===== config.mk =====
export PLATFORM = sky130hd
export DESIGN_NAME = rcttl_mem
export DESIGN_NICKNAME = d
export VERILOG_FILES = /design/src/rtl/core/rcttl_pkg.sv /design/src/rtl/core/rcttl_mem.sv
export SDC_FILE = /design/constraint.sdc
export NUM_CORES = 2
export LEC_CHECK = 0
export BUFFER_PORTS_ARGS = -buffer_cell sky130_fd_sc_hd__buf_4
export CORE_AREA = 2 2 548 550
export CTS_BUF_LIST = sky130_fd_sc_hd__clkbuf_4 sky130_fd_sc_hd__clkbuf_8
export DETAILED_ROUTE_END_ITERATION = 8
export DIE_AREA = 0 0 550 552
export HOLD_SLACK_MARGIN = 0.08
export PLACE_DENSITY = 0.68
export SLEW_MARGIN = 20
export SYNTH_ARGS = -nofsm -noshare
export SYNTH_HDL_FRONTEND = slang
export SYNTH_SLANG_ARGS = --single-unit

===== constraint.sdc =====
create_clock -name clk -period 6.5 [get_ports clk]
set_clock_uncertainty 0.15 [all_clocks]
set_input_delay 0 -clock clk [delete_from_list [all_inputs] [get_ports clk]]
set_output_delay 0 -clock clk [all_outputs]
set_load 0.005 [all_outputs]

===== src/rtl/core/rcttl_pkg.sv =====
// ----------------------------------------------------------------------------
// Reading cache package
// Shared constants, codes and interface types of the reading cache.
// ----------------------------------------------------------------------------
`timescale 1ns / 1ps

package rcttl_pkg;

  localparam int ENTRIES = 128;
  localparam int ADDR_W = (ENTRIES > 1) ? $clog2(ENTRIES) : 1;

  localparam logic [1:0] MODE_STORE = 2'd0;
  localparam logic [1:0] MODE_TICK  = 2'd1;
  localparam logic [1:0] MODE_QUERY = 2'd2;

  localparam logic [1:0] CFG_TTL_INITIAL = 2'd0;
  localparam logic [1:0] CFG_TTL_STEP    = 2'd1;
  localparam logic [1:0] CFG_TICK_DIVIDE = 2'd2;

  localparam logic [7:0] TTL_INITIAL_RESET = 8'd250;
  localparam logic [7:0] TTL_STEP_RESET    = 8'd100;
  localparam logic [9:0] TICK_DIVIDE_RESET = 10'd624;

  localparam logic [7:0] PACKET_TYPE_DATA = 8'h00;

  // Division by 100 of a 16-bit word: multiply by ceil(2^23 / 100), shift by 23.
  localparam int          DIV100_SHIFT = 23;
  localparam logic [16:0] DIV100_MUL   = 17'd83887;
  localparam logic [6:0]  SCALE        = 7'd100;

  typedef struct packed {
    logic              en;
    logic              full;
    logic [ADDR_W-1:0] addr;
    logic [7:0]        ttl;
    logic [7:0]        cur;
    logic [9:0]        volt;
  } mem_wr_t;

  typedef struct packed {
    logic [7:0] ttl;
    logic [7:0] cur;
    logic [9:0] volt;
  } mem_rd_t;

endpackage


===== src/rtl/core/rcttl_mem.sv =====
// ----------------------------------------------------------------------------
// Reading cache entry memory
// Time-to-live, current and voltage arrays with per-entry valid bits, one
// registered read port and one write port.
// ----------------------------------------------------------------------------
`timescale 1ns / 1ps

module rcttl_mem (
  input  logic                        clk,
  input  logic                        rst,
  input  logic                        rd_en,
  input  logic [rcttl_pkg::ADDR_W-1:0] rd_addr,
  output rcttl_pkg::mem_rd_t          rd_data,
  input  rcttl_pkg::mem_wr_t          wr
);

  logic [7:0] ttl_mem [rcttl_pkg::ENTRIES];
  logic [7:0] cur_mem [rcttl_pkg::ENTRIES];
  logic [9:0] volt_mem [rcttl_pkg::ENTRIES];
  logic [rcttl_pkg::ENTRIES-1:0] valid;

  logic       rd_valid;
  logic [7:0] rd_ttl;
  logic [7:0] rd_cur;
  logic [9:0] rd_volt;

  always_ff @(posedge clk) begin
    if (wr.en) begin
      ttl_mem[wr.addr] <= wr.ttl;
      if (wr.full) begin
        cur_mem[wr.addr] <= wr.cur;
        volt_mem[wr.addr] <= wr.volt;
      end
    end
    if (rd_en) begin
      rd_ttl <= ttl_mem[rd_addr];
      rd_cur <= cur_mem[rd_addr];
      rd_volt <= volt_mem[rd_addr];
    end
  end

  always_ff @(posedge clk) begin
    if (rst) begin
      valid <= '0;
      rd_valid <= 1'b0;
    end else begin
      if (wr.en && wr.full) begin
        valid[wr.addr] <= 1'b1;
      end
      if (rd_en) begin
        rd_valid <= valid[rd_addr];
      end
    end
  end

  assign rd_data.ttl = rd_valid ? rd_ttl : 8'd0;
  assign rd_data.cur = rd_valid ? rd_cur : 8'd0;
  assign rd_data.volt = rd_valid ? rd_volt : 10'd0;

endmodule


After elaboration in Yosys (flattened, before gate mapping)

Memories as Yosys holds them, arrays and structs flattened. A register that Yosys moved wholly into a read port is not among the register bits.
Index checks and enable logic that the tools add are counted.

Input bits: 45
Bits in writable memories: 3,328
Word-level logic and storage cells: 23
Flip-flop bits (word level): 129
Output and inout port bits: 26
Memories kept: 3

Reductions and logical operators: 2
Bitwise gates (word level): 1
Multiplexer cells: 12
Order comparisons: 3

Memories:

| memory   | words | bits a word | read ports | clocked after memory_dff | wr ports | line            | text |
|---|---|---|---|---|---|---|---|
| volt_mem | 128   | 10          | 1          | 1                        | 1        | rcttl_mem.sv:19 | `logic [9:0] volt_mem [rcttl_pkg::ENTRIES];` |
| cur_mem  | 128   | 8           | 1          | 1                        | 1        | rcttl_mem.sv:18 | `logic [7:0] cur_mem [rcttl_pkg::ENTRIES];` |
| ttl_mem  | 128   | 8           | 1          | 1                        | 1        | rcttl_mem.sv:17 | `logic [7:0] ttl_mem [rcttl_pkg::ENTRIES];` |

Operators with widths:

| operator                                            | number |
|---|---|
| bitwise OR 128 bit                                  | 1 |
| < comparator 7 x 8 -> 1 bit, second input constant  | 2 |
| two-way mux 8 bit                                   | 2 |
| two-way mux 10 bit                                  | 1 |
| binary-select mux 1 bit (select 7 bit)              | 1 |
| demux 1 bit (select 7 bit)                          | 1 |
| >= comparator 7 x 1 -> 1 bit, second input constant | 1 |
| two-way mux 1 bit                                   | 7 |
| logical AND 1 bit                                   | 2 |

Longest topological paths before layout

Depth after elaboration: 5
Gate-level depth with buffers: 11

Worst setup path after synthesis

OpenSTA, ideal clock, no wires.

Path kind: input to register
From: input wr[28] (netlist name)
To: memory cur_mem[103][0], enable pin
Arrival: 1.975 ns
Cell stages on the path: 6
Slack: 3.981 ns
Path buffers: 3
Cell sequence: clkbuf_1 > nand4_1 > or2_2 > clkbuf_1 > clkbuf_1 > nor2_1

RTL lines:

| what        | line            | text |
|---|---|---|
| from (decl) | rcttl_mem.sv:14 | `input rcttl_pkg::mem_wr_t wr` |
| to (decl)   | rcttl_mem.sv:18 |  |

Straight into the memory's write port.

==> flow_summary.toml <==
[timing]
worst_pin_slew_ps = 1110
maxSlewHeadroom = 0.255
finalMaxSlewViolations = 0
fin_crit_sh = 0.587
period_minus_slack_ps = 3810
finalSetupViolations = 0
setup-tns-final_ps = 0
hold_viol = 0
clock.fmax_ghz = 0.262
fin_ws_ps = 2690
rsz0062_at_grt = "no"
whs_ps = 156

[clocking]
clock_sinks = 3483
cts_resized = 0
cts_tree = "built"
cts_buffer_depth = 4
clock-root-buffer = "clkbuf_8"
cts_buffers = 545
clk_pin_slew_ps = 60
h-tree-depth = 6
worstSkewPairLatency_ps = 1070

[route]
dr.pass1.iters = 6
met3WireLength_mm = 33.1
drc_errors = 0
detail-route-antenna-nets = 0
drtIter0Drc = 8774
wl_mm = 343
vias_per_cell = 5.95
highest_layer = "met5"
wl_met1_mm = 131
routed-via-count = 65800
wl_met2_mm = 166
wire_per_inst_um = 31.0

[global_routing]
antenna_found_initial = 31
grt_pass1_vias = 66000
grt_max_degree = 109
grt_pass1_wl_mm = 486
gr-usage-all-layers = 0.223
gr-total-overflow = 0

[die]
dieHeight_um = 552
core_sq_um = 298000
ios = 71
start_util = 0.447
num_rows = 201
die_x_um = 550
die-area_sq_um = 304000

[worst_setup_path]
path_max_fanout = 65
path_class = "in2reg"
crit_required_ps = 7100
cp-start-kind = "primary input"
worst_ep_arrival_time_ps = 4410
cp-end-kind = "register"

[synthesis]
postSynthAreaPerCell_sq_um = 22.2
synth-seq-area-share = 0.774
netlist_area_sq_um = 133000
synth_top_family_by_area = "multiplexers"
syn-num-nets = 6063
synth_seq_cells = 3483
muxShareOfSynthArea = 0.178
synth_fa_ha_area_frac = 0
synth_compound_gate_area_share = 0.0143
synth.distinct_cells = 43
synth-simple-area-share = 0.0210
synthXorXnorAreaFrac = 0
syn-instance-count = 6018
yosys_warnings = 0

[cells_and_area]
nets = 6680
drive_gt1_frac = 0.310
final_area_sq_um = 152000
fin_cells = 11100
syn_to_final_growth_pct = 13.8
postLayoutCoreUtil = 0.509

[placed_design]
pre_cts_slack_ps = 2510
port_buffers = 70
dp_hpwl_mm = 199
gp_congestion = 0.818
dpl-instance-area_sq_um = 140000
dp.cells = 9922

[min_path]
hold_path.class = "in2reg"

[power_and_ir_drop]
ir_drop_uv = 172
p_leak_nw = 48.1
power_density_nw_per_um2 = 295
p_total_mw = 44.8

[outcome]
status = "completed"

[job]
cap_viol_max_count = 0
==> worst max-delay path, cell delays in order <==
cell           delay (ps)
dlygate4sd3_1         630
buf_4                 220
inv_8                 500
buf_4                 700
buf_4                 650
mux2i_1               270
a22oi_1               100
dlygate4sd3_1         580
nand4_1                70
dlygate4sd3_1         560
nor2_1                 40
==> Yosys cell counts (all sizes together) <==
cell type     n  area [sq um]
nand4        60           375
and2         26           163
o211ai        2          15.0
nor4          3          25.0
inv           4          15.0
o21ba        23           230
mux2i       425          4250
o21ai         1          5.00
or2           1          6.26
o2111ai       1          8.76
nor3          7          35.0
nand2b        7          43.8
mux4        862         19400
o311ai        1          8.76
nand2        18          67.6
or3           1          6.26
nor4b         2          23.8
a211oi        4          30.0
a311o         1          10.0
edfxtp     3354        101000
a22oi       208          1560
a311oi        1          8.76
nor2b        11          68.8
dfxtp       129          2580
nor2        509          1910
a2111oi       1          8.76
buf         177          1140
a2bb2oi       1          8.76
clkbuf      159           598
or4b          1          10.0
a21oi         2          10.0
nand3        13          65.1
mux2          3          33.8
==> area by class of cell <==
type,instances,area (sq um)
Fill cell,23100,146000
Sequential cell,3483,103000
Antenna cell,70,175
Tap cell,3958,4950
Multi-Input combinational cell,2195,29000
Clock buffer,728,9030
Clock inverter,215,1390
Timing Repair Buffer,406,4020
Inverter,4,22.5
==> kinds of logic after synthesis <==
kind of cell    Yosys count
simple gates            659
flops                  3483
buf+inv                 340
compound gates          246
mux                    1290
==> worst paths after layout <==
kind	from	end	slack (ps)	depth (start not counted)
min	wr[24]	ttl_mem[86][6]$_DFFE_PP_	160	2
max	rd_addr[4]	rd_ttl[6]$_DFFE_PP_	2690	11
min reg2reg	valid[3]$_SDFFE_PP0P_	valid[3]$_SDFFE_PP0P_	320	2
max reg2reg	valid[99]$_SDFFE_PP0P_	rd_valid$_SDFFE_PP0P_	3510	6
==> power breakdown <==
part           leakage (nW)  switching, mW  internal (mW)  total [mW]
combinational          11.5           1.37          0.795        2.16
sequential             31.2         0.0703           24.7        24.7
clock                  5.46           8.48           9.41        17.9
total                  48.1           9.92           34.9        44.8
==> state kept, by name, summed over array words and instances, names as in the netlist <==
name      flops
rd_valid      1
cur_mem    1024
rd_ttl        8
valid       128
rd_volt      10
rd_cur        8
volt_mem   1280
ttl_mem    1024
==> what timing repair did <==
item / CTS / global route
hold buffers: 123 / 0
endpoints found under the hold margin: 5971 / 0
endpoints found under the setup margin: 0 / 0
buffers inserted: 0 / 0
==> layer usage <==
layer / vias up / global-route usage
met1: 34900 / 0.306
met4: 6 / 0.0822
met2: 3678 / 0.354
li1: 26600 / -
met5: - / 0
met3: 588 / 0.0459
==> cell usage in the layout (no fill, tap or decap), types with 97 or more instances in the layout <==
master	instances
dfxtp_1	129
mux4_2	862
clkinv_1	112
edfxtp_1	3354
a22oi_1	208
clkbuf_4	158
nor2_1	372
mux2i_1	425
nor2_2	105
dlygate4sd3_1	97
buf_4	257
clkbuf_8	570
(Power assumes the default switching activity.)
